`config.mk`:
```
export PLATFORM = sky130hd
export DESIGN_NAME = timed_event_pool_scheduler
export DESIGN_NICKNAME = d
export VERILOG_FILES = /design/src/rtl/tep_pkg.sv /design/src/rtl/tep_pool.sv /design/src/rtl/tep_ctrl.sv /design/src/rtl/timed_event_pool_scheduler.sv
export SDC_FILE = /design/constraint.sdc
export NUM_CORES = 2
export LEC_CHECK = 0
export BUFFER_PORTS_ARGS = -buffer_cell sky130_fd_sc_hd__buf_2
export CELL_PAD_IN_SITES_DETAIL_PLACEMENT = 1
export CELL_PAD_IN_SITES_GLOBAL_PLACEMENT = 2
export CORE_MARGIN = 3
export CORE_UTILIZATION = 45
export DETAILED_ROUTE_END_ITERATION = 8
export PLACE_DENSITY = 0.83
export RECOVER_POWER = 100
export SYNTH_ARGS = -nofsm -noshare
export SYNTH_HDL_FRONTEND = slang
export SYNTH_HIERARCHICAL = 1
export SYNTH_SLANG_ARGS = --single-unit
```
`constraint.sdc`:
```
create_clock -name clk -period 9.9 [get_ports clk]
set_input_delay 1.98 -clock clk [delete_from_list [all_inputs] [get_ports clk]]
set_output_delay 1.98 -clock clk [all_outputs]
set_load 0.05 [all_outputs]
```
`src/rtl/tep_pkg.sv`:
```
`timescale 1ns / 1ps
// ----------------------------------------------------------------------------
// tep_pkg
// Shared constants, codes and types of the timed event pool scheduler.
// ----------------------------------------------------------------------------
package tep_pkg;

    // pool geometry
    localparam int SLOTS         = 8;
    localparam int PAYLOAD_BYTES = 32;
    localparam int WORDS         = (PAYLOAD_BYTES + 7) / 8;
    localparam int SLOT_W        = $clog2(SLOTS);
    localparam int WORD_W        = 2;                    // fill word index, saturates at 3
    localparam int MEM_DEPTH     = SLOTS * (1 << WORD_W);
    localparam int WCNT_W        = 3;
    localparam int LEN_W         = 6;

    // stream widths
    localparam int IN_TDATA_W    = 168;
    localparam int OUT_TDATA_W   = 136;

    localparam logic [WORD_W-1:0] FILL_WORD_MAX = '1;

    // input function codes
    localparam logic FUNC_ENQ  = 1'b0;
    localparam logic FUNC_TICK = 1'b1;

    typedef logic [SLOT_W-1:0] slot_idx_t;
    typedef logic [WORD_W-1:0] word_idx_t;
    typedef logic [WCNT_W-1:0] wcnt_t;
    typedef logic [LEN_W-1:0]  len_t;

    typedef enum logic [1:0] {
        KIND_STATUS  = 2'd0,
        KIND_HEADER  = 2'd1,
        KIND_PAYLOAD = 2'd2
    } kind_t;

    typedef enum logic [1:0] {
        STAT_ACCEPTED  = 2'd0,
        STAT_TOO_LONG  = 2'd1,
        STAT_POOL_FULL = 2'd2
    } status_t;

    // one input beat, unpacked
    typedef struct packed {
        logic               func;
        logic signed [63:0] stamp;
        logic [31:0]        dest;
        logic [7:0]         byte_count;
        logic [63:0]        data_word;
        logic               last;
    } in_beat_t;

    // one result beat
    typedef struct packed {
        kind_t       kind;
        status_t     status;
        logic [31:0] dest;
        len_t        byte_count;
        logic [63:0] data_word;
        logic        last;
        logic [31:0] dropped;
    } out_beat_t;

    // requests from the sequencer to the slot pool
    typedef struct packed {
        slot_idx_t   fill_slot;
        logic        claim;
        logic [63:0] due;
        logic [31:0] dest;
        len_t        len;
        logic        commit;
        wcnt_t       wcnt;
        logic        wr;
        word_idx_t   wr_word;
        logic [63:0] wr_data;
        slot_idx_t   scan_slot;
        logic        free;
        logic        rd;
        word_idx_t   rd_word;
    } pool_req_t;

    // slot pool view at the scan slot
    typedef struct packed {
        logic [SLOTS-1:0] busy;
        logic [63:0]      due;
        logic [31:0]      dest;
        len_t             len;
        wcnt_t            wcnt;
        logic [63:0]      rd_data;
    } pool_rsp_t;

endpackage

```
`src/rtl/tep_pool.sv`:
```
`timescale 1ns / 1ps
// ----------------------------------------------------------------------------
// tep_pool
// Slot storage: busy flags, slot headers and the payload word memory.
// ----------------------------------------------------------------------------
module tep_pool (
    input  logic               clk,
    input  logic               rst_n,
    input  tep_pkg::pool_req_t req,
    output tep_pkg::pool_rsp_t rsp
);
    import tep_pkg::*;

    logic [SLOTS-1:0] busy_reg;
    logic [63:0]      due_reg  [SLOTS];
    logic [31:0]      dest_reg [SLOTS];
    len_t             len_reg  [SLOTS];
    wcnt_t            wcnt_reg [SLOTS];
    logic [63:0]      mem      [MEM_DEPTH];
    logic [63:0]      rd_data_reg;

    // busy flags: set when a run completes, cleared when the slot fires
    always_ff @(posedge clk or negedge rst_n)
    begin
        if (!rst_n)
        begin
            busy_reg <= '0;
        end
        else
        begin
            if (req.commit)
            begin
                busy_reg[req.fill_slot] <= 1'b1;
            end
            if (req.free)
            begin
                busy_reg[req.scan_slot] <= 1'b0;
            end
        end
    end

    // slot headers
    always_ff @(posedge clk)
    begin
        if (req.claim)
        begin
            due_reg[req.fill_slot]  <= req.due;
            dest_reg[req.fill_slot] <= req.dest;
            len_reg[req.fill_slot]  <= req.len;
        end
        if (req.commit)
        begin
            wcnt_reg[req.fill_slot] <= req.wcnt;
        end
    end

    // payload memory, one write and one registered read port
    always_ff @(posedge clk)
    begin
        if (req.wr)
        begin
            mem[{req.fill_slot, req.wr_word}] <= req.wr_data;
        end
        if (req.rd)
        begin
            rd_data_reg <= mem[{req.scan_slot, req.rd_word}];
        end
    end

    assign rsp.busy    = busy_reg;
    assign rsp.due     = due_reg[req.scan_slot];
    assign rsp.dest    = dest_reg[req.scan_slot];
    assign rsp.len     = len_reg[req.scan_slot];
    assign rsp.wcnt    = wcnt_reg[req.scan_slot];
    assign rsp.rd_data = rd_data_reg;

endmodule

```
`src/rtl/tep_ctrl.sv`:
```
`timescale 1ns / 1ps
// ----------------------------------------------------------------------------
// tep_ctrl
// Sequencer: enqueue run handling, due-time scan with one shared compare,
// fired event readout and the result register.
// ----------------------------------------------------------------------------
module tep_ctrl (
    input  logic                clk,
    input  logic                rst_n,
    input  logic                in_valid,
    output logic                in_ready,
    input  tep_pkg::in_beat_t   in_beat,
    output logic                out_valid,
    input  logic                out_ready,
    output tep_pkg::out_beat_t  out_beat,
    output tep_pkg::pool_req_t  req,
    input  tep_pkg::pool_rsp_t  rsp
);
    import tep_pkg::*;

    typedef enum logic [4:0] {
        ST_IDLE = 5'b00001,
        ST_SCAN = 5'b00010,
        ST_SEL  = 5'b00100,
        ST_HDR  = 5'b01000,
        ST_WORD = 5'b10000
    } state_t;

    typedef enum logic [3:0] {
        FILL_IDLE = 4'b0001,
        FILL_DATA = 4'b0010,
        FILL_LONG = 4'b0100,
        FILL_FULL = 4'b1000
    } fill_mode_t;

    state_t             state_reg, state_next;
    fill_mode_t         fill_mode_reg, fill_mode_next;
    word_idx_t          fill_word_reg, fill_word_next;
    slot_idx_t          fill_slot_reg, fill_slot_next;
    len_t               fill_len_reg, fill_len_next;
    logic [31:0]        drop_reg, drop_next;
    logic signed [63:0] now_reg, now_next;
    slot_idx_t          idx_reg, idx_next;
    logic [SLOTS-1:0]   mask_reg, mask_next;
    word_idx_t          word_reg, word_next;
    logic               out_valid_reg, out_valid_next;
    out_beat_t          out_reg, out_next;

    logic               out_free;
    logic               in_fire;
    logic               free_found;
    slot_idx_t          free_slot;
    logic [31:0]        drop_inc;
    fill_mode_t         eq_mode;
    slot_idx_t          eq_slot;
    len_t               eq_len;
    word_idx_t          eq_fw;
    logic [31:0]        eq_drop;
    logic               eq_claim;
    logic [63:0]        eq_data;
    logic               eq_wr;
    wcnt_t              eq_wcnt;
    word_idx_t          eq_fw_after;
    status_t            eq_status;
    logic               hit;
    logic [SLOTS-1:0]   mask_upd;
    logic               rest_zero;
    logic [3:0]         nw_raw;
    wcnt_t              nw;
    logic               word_is_last;

    assign out_free = !out_valid_reg || out_ready;
    assign in_ready = (state_reg == ST_IDLE) && out_free;
    assign in_fire  = in_valid && in_ready;
    assign drop_inc = (drop_reg == '1) ? drop_reg : drop_reg + 32'd1;

    // lowest free slot
    always_comb
    begin
        free_found = 1'b0;
        free_slot  = '0;
        for (int s = SLOTS - 1; s >= 0; s--)
        begin
            if (!rsp.busy[s])
            begin
                free_found = 1'b1;
                free_slot  = SLOT_W'(s);
            end
        end
    end

    // enqueue word: admission on the first word, then store
    always_comb
    begin
        eq_mode  = fill_mode_reg;
        eq_slot  = fill_slot_reg;
        eq_len   = fill_len_reg;
        eq_fw    = fill_word_reg;
        eq_drop  = drop_reg;
        eq_claim = 1'b0;
        if (fill_mode_reg == FILL_IDLE)
        begin
            eq_fw = '0;
            if (in_beat.byte_count > 8'(PAYLOAD_BYTES))
            begin
                eq_mode = FILL_LONG;
                eq_drop = drop_inc;
            end
            else if (free_found)
            begin
                eq_mode  = FILL_DATA;
                eq_slot  = free_slot;
                eq_len   = LEN_W'(in_beat.byte_count);
                eq_claim = 1'b1;
            end
            else
            begin
                eq_mode = FILL_FULL;
                eq_drop = drop_inc;
            end
        end

        // bytes past the length are zeroed
        for (int b = 0; b < 8; b++)
        begin
            eq_data[b*8 +: 8] = (LEN_W'({eq_fw, 3'(b)}) < eq_len) ?
                                in_beat.data_word[b*8 +: 8] : 8'd0;
        end
        eq_wr = (eq_mode == FILL_DATA) && (WCNT_W'(eq_fw) < WCNT_W'(WORDS))
                && (LEN_W'({eq_fw, 3'b000}) < eq_len);

        eq_wcnt = WCNT_W'(eq_fw) + WCNT_W'(1);
        if (eq_wcnt > WCNT_W'(WORDS))
        begin
            eq_wcnt = WCNT_W'(WORDS);
        end
        eq_fw_after = (eq_fw == FILL_WORD_MAX) ? eq_fw : eq_fw + WORD_W'(1);

        if (eq_mode == FILL_DATA)
        begin
            eq_status = STAT_ACCEPTED;
        end
        else if (eq_mode == FILL_LONG)
        begin
            eq_status = STAT_TOO_LONG;
        end
        else
        begin
            eq_status = STAT_POOL_FULL;
        end
    end

    // shared due-time compare and readout helpers
    always_comb
    begin
        hit               = rsp.busy[idx_reg] && ($signed(rsp.due) <= now_reg);
        mask_upd          = mask_reg;
        mask_upd[idx_reg] = hit;
        rest_zero         = (mask_reg & ~(SLOTS'(1) << idx_reg)) == '0;
        nw_raw            = 4'((7'(rsp.len) + 7'd7) >> 3);
        nw                = (nw_raw > 4'(WORDS)) ? WCNT_W'(WORDS) : WCNT_W'(nw_raw);
        word_is_last      = (WCNT_W'(word_reg) + WCNT_W'(1)) == nw;
    end

    // sequencer
    always_comb
    begin
        state_next     = state_reg;
        fill_mode_next = fill_mode_reg;
        fill_word_next = fill_word_reg;
        fill_slot_next = fill_slot_reg;
        fill_len_next  = fill_len_reg;
        drop_next      = drop_reg;
        now_next       = now_reg;
        idx_next       = idx_reg;
        mask_next      = mask_reg;
        word_next      = word_reg;
        out_next       = out_reg;
        out_valid_next = out_valid_reg;

        req           = '0;
        req.fill_slot = eq_slot;
        req.scan_slot = idx_reg;
        req.due       = in_beat.stamp;
        req.dest      = in_beat.dest;
        req.len       = eq_len;
        req.wcnt      = eq_wcnt;
        req.wr_word   = eq_fw;
        req.wr_data   = eq_data;

        if (out_valid_reg && out_ready)
        begin
            out_valid_next = 1'b0;
        end

        unique case (state_reg)
            ST_IDLE:
            begin
                if (in_fire && (in_beat.func == FUNC_TICK))
                begin
                    now_next   = in_beat.stamp;
                    idx_next   = '0;
                    mask_next  = '0;
                    state_next = ST_SCAN;
                end
                else if (in_fire)
                begin
                    req.claim      = eq_claim;
                    req.wr         = eq_wr;
                    fill_slot_next = eq_slot;
                    fill_len_next  = eq_len;
                    drop_next      = eq_drop;
                    if (in_beat.last)
                    begin
                        req.commit         = (eq_mode == FILL_DATA);
                        fill_mode_next     = FILL_IDLE;
                        fill_word_next     = '0;
                        out_next           = '0;
                        out_next.kind      = KIND_STATUS;
                        out_next.status    = eq_status;
                        out_next.last      = 1'b1;
                        out_next.dropped   = eq_drop;
                        out_valid_next     = 1'b1;
                    end
                    else
                    begin
                        fill_mode_next = eq_mode;
                        fill_word_next = (eq_mode == FILL_DATA) ? eq_fw_after : eq_fw;
                    end
                end
            end

            // one slot compared per cycle
            ST_SCAN:
            begin
                mask_next = mask_upd;
                if (idx_reg == SLOT_W'(SLOTS - 1))
                begin
                    idx_next   = '0;
                    state_next = (mask_upd == '0) ? ST_IDLE : ST_SEL;
                end
                else
                begin
                    idx_next = idx_reg + SLOT_W'(1);
                end
            end

            ST_SEL:
            begin
                if (mask_reg[idx_reg])
                begin
                    state_next = ST_HDR;
                end
                else
                begin
                    idx_next = idx_reg + SLOT_W'(1);
                end
            end

            ST_HDR:
            begin
                if (out_free)
                begin
                    out_next            = '0;
                    out_next.kind       = KIND_HEADER;
                    out_next.status     = STAT_ACCEPTED;
                    out_next.dest       = rsp.dest;
                    out_next.byte_count = rsp.len;
                    out_next.last       = rest_zero && (nw == '0);
                    out_next.dropped    = drop_reg;
                    out_valid_next      = 1'b1;
                    req.free            = 1'b1;
                    if (nw == '0)
                    begin
                        mask_next[idx_reg] = 1'b0;
                        idx_next           = idx_reg + SLOT_W'(1);
                        state_next         = rest_zero ? ST_IDLE : ST_SEL;
                    end
                    else
                    begin
                        word_next   = '0;
                        req.rd      = 1'b1;
                        req.rd_word = '0;
                        state_next  = ST_WORD;
                    end
                end
            end

            // payload words; read data is registered and lands in the cycle after the address
            ST_WORD:
            begin
                if (out_free)
                begin
                    out_next           = '0;
                    out_next.kind      = KIND_PAYLOAD;
                    out_next.status    = STAT_ACCEPTED;
                    out_next.data_word = (WCNT_W'(word_reg) < rsp.wcnt) ?
                                         rsp.rd_data : 64'd0;
                    out_next.last      = rest_zero && word_is_last;
                    out_next.dropped   = drop_reg;
                    out_valid_next     = 1'b1;
                    if (word_is_last)
                    begin
                        mask_next[idx_reg] = 1'b0;
                        idx_next           = idx_reg + SLOT_W'(1);
                        state_next         = rest_zero ? ST_IDLE : ST_SEL;
                    end
                    else
                    begin
                        word_next   = word_reg + WORD_W'(1);
                        req.rd      = 1'b1;
                        req.rd_word = word_reg + WORD_W'(1);
                    end
                end
            end

            default:
            begin
                state_next = ST_IDLE;
            end
        endcase
    end

    // control registers
    always_ff @(posedge clk or negedge rst_n)
    begin
        if (!rst_n)
        begin
            state_reg     <= ST_IDLE;
            fill_mode_reg <= FILL_IDLE;
            fill_word_reg <= '0;
            fill_slot_reg <= '0;
            drop_reg      <= '0;
            idx_reg       <= '0;
            mask_reg      <= '0;
            word_reg      <= '0;
            out_valid_reg <= 1'b0;
        end
        else
        begin
            state_reg     <= state_next;
            fill_mode_reg <= fill_mode_next;
            fill_word_reg <= fill_word_next;
            fill_slot_reg <= fill_slot_next;
            drop_reg      <= drop_next;
            idx_reg       <= idx_next;
            mask_reg      <= mask_next;
            word_reg      <= word_next;
            out_valid_reg <= out_valid_next;
        end
    end

    // payload registers
    always_ff @(posedge clk)
    begin
        fill_len_reg <= fill_len_next;
        now_reg      <= now_next;
        out_reg      <= out_next;
    end

    assign out_valid = out_valid_reg;
    assign out_beat  = out_reg;

endmodule

```
`src/rtl/timed_event_pool_scheduler.sv`:
```
`timescale 1ns / 1ps
// Enqueue: words wait for a free result register; the status beat is registered and shows
//   in the cycle after last. Tick: a due-time compare of every slot (one slot per cycle on a
//   single comparator), then per slot up to the last fired one a select step, plus per fired
//   slot a header beat and one beat per payload word (payload memory read port).
// Reset (rst_n, async, low): clears busy flags, drop counter and fill state; slot
//   contents stay undefined until written.
// ----------------------------------------------------------------------------
// timed_event_pool_scheduler
// Fixed pool of timed event slots fed by enqueue runs and fired by time ticks.
// ----------------------------------------------------------------------------
module timed_event_pool_scheduler (
    input  logic                                 clk,
    input  logic                                 rst_n,
    input  logic                                 s_tvalid,
    output logic                                 s_tready,
    // stamp[63:0], dest[95:64], byte_count[103:96], data_word[167:104]
    input  logic [tep_pkg::IN_TDATA_W-1:0]       s_tdata,
    // func
    input  logic                                 s_tuser,
    input  logic                                 s_tlast,
    output logic                                 m_tvalid,
    input  logic                                 m_tready,
    // status[1:0], dest_res[33:2], byte_count_res[39:34], data_word_res[103:40],
    // dropped_count[135:104]
    output logic [tep_pkg::OUT_TDATA_W-1:0]      m_tdata,
    // kind
    output logic [1:0]                           m_tuser,
    output logic                                 m_tlast
);
    import tep_pkg::*;

    in_beat_t  in_beat;
    out_beat_t out_beat;
    pool_req_t req;
    pool_rsp_t rsp;

    // unpack the input beat
    assign in_beat.func       = s_tuser;
    assign in_beat.stamp      = s_tdata[63:0];
    assign in_beat.dest       = s_tdata[95:64];
    assign in_beat.byte_count = s_tdata[103:96];
    assign in_beat.data_word  = s_tdata[167:104];
    assign in_beat.last       = s_tlast;

    tep_ctrl u_ctrl (
        .clk       (clk),
        .rst_n     (rst_n),
        .in_valid  (s_tvalid),
        .in_ready  (s_tready),
        .in_beat   (in_beat),
        .out_valid (m_tvalid),
        .out_ready (m_tready),
        .out_beat  (out_beat),
        .req       (req),
        .rsp       (rsp)
    );

    tep_pool u_pool (
        .clk   (clk),
        .rst_n (rst_n),
        .req   (req),
        .rsp   (rsp)
    );

    // pack the result beat
    assign m_tdata = {out_beat.dropped, out_beat.data_word, out_beat.byte_count,
                      out_beat.dest, out_beat.status};
    assign m_tuser = out_beat.kind;
    assign m_tlast = out_beat.last;

endmodule
```
Word level (Yosys, flattened, before mapping) --
Memory sizes are Yosys's and may differ from the RTL's. A register that Yosys moved wholly into a read port is not among the register bits. Cells that the tools add are included.
Cells by class: add/subtract/negate cells 7, multipliers 0, div/mod/pow operators 0, $lt $le $gt $ge 17, eq/ne operators 25, shifts and indexed selects 1, mux-type cells 124, bitwise gates (word level) 7, reductions and logical operators 27
Operators by type and width (count):
- $mux 139 | 5
- $pmux 139 s3 | 1
- $mux 32 | 4
- $mux 8 | 15
- $mux 3 | 25
- $le 64x64->1 | 1
- $mux 64 | 1
- $lt 5x6->1 | 8
- $mux 1 | 37
- $mux 5 | 7
- $add 32x1->32 const B | 1
- $eq 32x32->1 const B | 1
- $pmux 8 s4 | 1
- $pmux 5 s5 | 1
- $and 8x8->8 | 3
- $mux 2 | 10
- $mux 4 | 5
- $mux 6 | 3
- $reduce_and 6->1 | 3
- $logic_not 8->1 | 2
- $not 8->8 | 2
- $pmux 3 s5 | 1
- $ne 2x1->1 const B | 7
- $ne 2x2->1 const B | 6
- 43 further kinds | 58
Storage, ports and cells: register bits 277, latch bits 0, bits in writable memories 2888, memory bits (read-only) 0, input bits 174, output and inout bits 141, logic and storage cells 232, memories kept 5
Memories:
- u_pool.mem | depth 32, bits a word 64, rd ports 1, clocked after memory_dff 1, write ports 1, RTL line tep_pool.sv:19 | logic [63:0] mem [MEM_DEPTH];
- u_pool.due_reg | depth 8, bits a word 64, rd ports 1, clocked after memory_dff 0, write ports 1, RTL line tep_pool.sv:15 | logic [63:0] due_reg [SLOTS];
- u_pool.dest_reg | depth 8, bits a word 32, rd ports 1, clocked after memory_dff 0, write ports 1, RTL line tep_pool.sv:16 | logic [31:0] dest_reg [SLOTS];
- u_pool.len_reg | depth 8, bits a word 6, rd ports 1, clocked after memory_dff 0, write ports 1, RTL line tep_pool.sv:17 | len_t len_reg [SLOTS];
- u_pool.wcnt_reg | depth 8, bits a word 3, rd ports 1, clocked after memory_dff 0, write ports 1, RTL line tep_pool.sv:18 | wcnt_t wcnt_reg [SLOTS];

Longest topological paths before layout --
depth in word-level cells 19, gate-level depth with buffers 20, depth with buffers taken out 13

Hierarchy --
Netlist, hierarchy kept.
Modules (own cells, without submodules):
- tep_pool | instances 1, cells each 5398, area each 111329.3 sq um, sequential area each 88845.2 sq um
- tep_ctrl | instances 1, cells each 1249, area each 14083.5 sq um, sequential area each 7780.0 sq um

Least setup slack after synthesis --
No wires, ideal clock.
path kind input -> register, start point input s_tvalid, end point register u_ctrl.out_reg (netlist bit u_ctrl/out_beat[0]), enable pin, library setup time 639 ps, data arrival time 8021 ps, data required time 9261 ps, setup slack 1240 ps, stages 3, path buffers 0, cell sequence nor2b_1 a31oi_1 nor2_1
On the way: longest elaborated chain between the ends 4, elaborated cells between the ends (all ways) 5, those cells by class 2 x eq/ne; 3 x reduce/logical
Ends and longest elaborated chain:
- start: declaration | RTL line timed_event_pool_scheduler.sv:15 | input logic s_tvalid,
- $logic_and 1x1->1 (*) | RTL line tep_ctrl.sv:74 | assign in_fire = in_valid && in_ready;
- $logic_and 1x1->1 | RTL line tep_ctrl.sv:199 | if (in_fire && (in_beat.func == FUNC_TICK))
- $ne 2x2->1 (no source line)
- $reduce_and 6->1 (no source line) (*)
- end signal: assignment | RTL line tep_ctrl.sv:358 | out_reg <= out_next;
- end: declaration | RTL line tep_ctrl.sv:47 | out_beat_t out_reg, out_next;
Mark *: on every way between the ends. The rest lies on a longest branch, timed or not. A chain may end at the register's enable or synchronous reset.

==> impl_metrics.ini <==
[status]
status = finished with violations
violations = max-capacitance violations, max-slew violations

[floorplan]
die_y_microns = 534
core_area_sq_um = 277000
die_area_sq_um = 285000
die_x_microns = 534
start_util_pct = 45.3
num_rows = 193
ios = 315

[place]
placed_area_sq_um = 131000
port-buffer-count = 314
dp_hpwl_microns = 198000
gp_congestion = 0.781

[logic_synthesis]
yosysMostFrequentCell = edfxtp_1
synth_top_area_cell = edfxtp_1
synth-main-ff-cell = edfxtp_1
syn_inst = 6647
synth-seq-cells = 3229
ys_seq_area_share_pct = 77.0
syn_avg_cell_area_sq_um = 18.9
ys_types = 66
async_reset_ff_share_pct = 2.11
syn_nets = 6900
ys_warn_count = 6
synth-edff-count = 3161
synth_area_sq_um = 125000
synthTopCellsByArea = edfxtp_1 (76%), mux2i_1 (8.2%), mux4_2 (3.8%), o22ai_1 (2.6%), dfrtp_1 (1.3%)
synth_common_cells = edfxtp_1 (3161), mux2i_1 (1033), o22ai_1 (520)
yosysTopAreaCellShare_pct = 75.7

[critical_path]
r2r_end = u_pool/rd_data_reg[13]
ff2ff_path_depth = 15
endpoint = u_pool/mem[5][52]
worst-endpoint-arrival_ns = 9.23
critPathKind = in -> reg
r2r_slack_ns = 1.28
r2r_start = u_ctrl/idx_reg[0]
critPathCaptureType = register
crit_start = s_tdata[96]
crit_fanout = 34
start_kind = input pin
worstPathRequired_ns = 10.40

[layout]
area_growth_pct = 12.8
layout.nets = 7284
largest_reg_flops = 2048
final_area_sq_um = 141000
drive_gt1_share_pct = 14.4

[timing]
fmax_mhz = 115
whs_ns = 0.506
finalSetupViolations = 0
fin_tns_setup_ns = 0
rsz0062_at_grt = false
fin_crit_ns = 8.73
clock_skew_ns = 0.0571
period_share_pct = 88.2
hold_viol_final = 0
tightest_slew_ns = 4.57
relSlewSlack_pct = -205
slew_viol_final = 3651

[global_routing]
grt-ovfl-total = 0
grt_pass1_vias = 70400
track_usage_pct = 24.6
grt_pass1_wl_microns = 513000
grt_max_degree = 141
antenna_found_initial = 43

[clocking]
numCtsBuffers = 334
clk_pin_slew_worst_paths_ns = 0.06
cts-htree-levels = 5
clock_sinks = 3229
cts_hold_buf = 0
ctsResizeCount = 0
cts_setup_buffers = 0
cts_tree = yes
clk_path_buf_depth = 4
insertion_delay_ns = 0.93
cts-root-buf = clkbuf_16

[drt]
antenna_left = 0
vias_per_cell = 6.09
via_count = 67100
dr.pass1.iters = 6
wire_per_inst_microns = 32.5
route.detailed.drc = 0
drt_iter0_drc = 7574
drt-total-wl_microns = 358000

[pwr]
leakage_nw = 43.0
power.density_nw_per_um2 = 216
vdd_drop_max_mv = 0.155

[flow_run]
drv_cap = 117

[hold_path]
holdCritPathClass = reg -> reg
cell type report:
class                      instances  area (sq um)
inverter                          86           324
sequential                      3229         96600
antenna                           16          40.0
clock inverter                   201          1910
tap                             3705          4640
timing repair buffer             466          2660
clock buffer                     406          8830
fill                           25200        135000
multi-input combinational       2914         26400
worst max-delay path, cell delays in order:
cell,delay (ns)
clkbuf_1,0.14
or4_1,0.57
o21ai_0,0.39
nand4_1,0.68
mux2i_1,0.45
inv_1,0.21
ha_1,0.31
nand2_1,0.11
or2_2,0.15
nor2_1,0.07
nor4_2,0.91
nand3b_1,0.86
nor2_4,1.08
clkbuf_2,1.23
power breakdown:
group	leakage, nW	internal (mW)	switching [mW]
registers	29.4	15.4	0.115
logic	8.36	0.848	1.74
clock network	5.25	7.10	5.33
total	43.0	23.3	7.18
worst min path at each step:
stage	start	cells after the start	slack, ns	endpoint
after floorplan	u_ctrl/fill_mode_reg[0]	2	0.46	u_ctrl/fill_mode_reg[0]
after global placement	u_ctrl/fill_mode_reg[0]	2	0.48	u_ctrl/fill_mode_reg[0]
after detailed placement	u_ctrl/fill_mode_reg[0]	2	0.50	u_ctrl/fill_mode_reg[0]
after CTS	u_pool/rd_data_reg[16]	1	0.51	u_ctrl/out_beat[49]
after global routing	u_ctrl/fill_slot_reg[0]	1	0.53	u_ctrl/fill_slot_reg[0]
final	u_ctrl/drop_reg[30]	1	0.51	u_ctrl/drop_reg[30]
routing by layer:
| layer | up-vias | global-route usage [%] | routed length, microns |
|---|---|---|---|
| met2 | 3344 | 40.4 | 175000 |
| met5 | - | 0 | 88 |
| met3 | 663 | 3.87 | 29200 |
| li1 | 27500 | - | - |
| met4 | 14 | 7.75 | 11400 |
| met1 | 35600 | 34.0 | 143000 |
logic make-up (layout without fill, tap and decap cells):
| group | count (synthesis) | after routing | synth area share, % |
|---|---|---|---|
| buffers and inverters | 504 | 1159 | 2.09 |
| AOI/OAI and AO/OA | 649 | 649 | 3.23 |
| muxes | 1359 | 1359 | 13.1 |
| xor gates and xnor gates | 66 | 66 | 0.461 |
| adders and majority gates | 79 | 79 | 0.788 |
| and+or+nand+nor | 761 | 761 | 3.33 |
| other | 0 | 16 | 0 |
| DFF | 3229 | 3229 | 77.0 |
cells in the final DEF (no fill, tap or decap), types with 20 or more instances in the layout:
| cell | n |
|---|---|
| nand2_1 | 154 |
| nor4_1 | 134 |
| nor2_4 | 20 |
| xor2_1 | 25 |
| a21oi_1 | 43 |
| and2_0 | 151 |
| clkbuf_16 | 343 |
| and2_1 | 25 |
| clkbuf_1 | 337 |
| dfrtp_1 | 63 |
| mux2i_1 | 1033 |
| buf_4 | 65 |
| o22ai_1 | 520 |
| bufinv_16 | 27 |
| xnor2_1 | 41 |
| clkinv_1 | 63 |
| clkinv_2 | 68 |
| nor3_1 | 25 |
| nor2_1 | 82 |
| mux4_2 | 210 |
| buf_12 | 34 |
| buf_2 | 75 |
| edfxtp_1 | 3161 |
| o21ai_0 | 36 |
| nand4_1 | 28 |
| nand3_1 | 35 |
| ha_1 | 79 |
| inv_1 | 82 |
| mux2_2 | 108 |
through the flow:
step                      std cells  util [%]  total power [mW]  setup WS [ns]
after floorplan                6647         -              17.5           1.24
after global placement        10400      47.4              18.3           1.28
after detailed placement      10400      47.4              18.4           1.17
after CTS                     11000      51.3              30.7           2.04
after global routing          11000      51.1              31.5          0.862
final                         11000      51.1              30.5           1.17
Note: power is estimated with default switching activity, not from simulation.
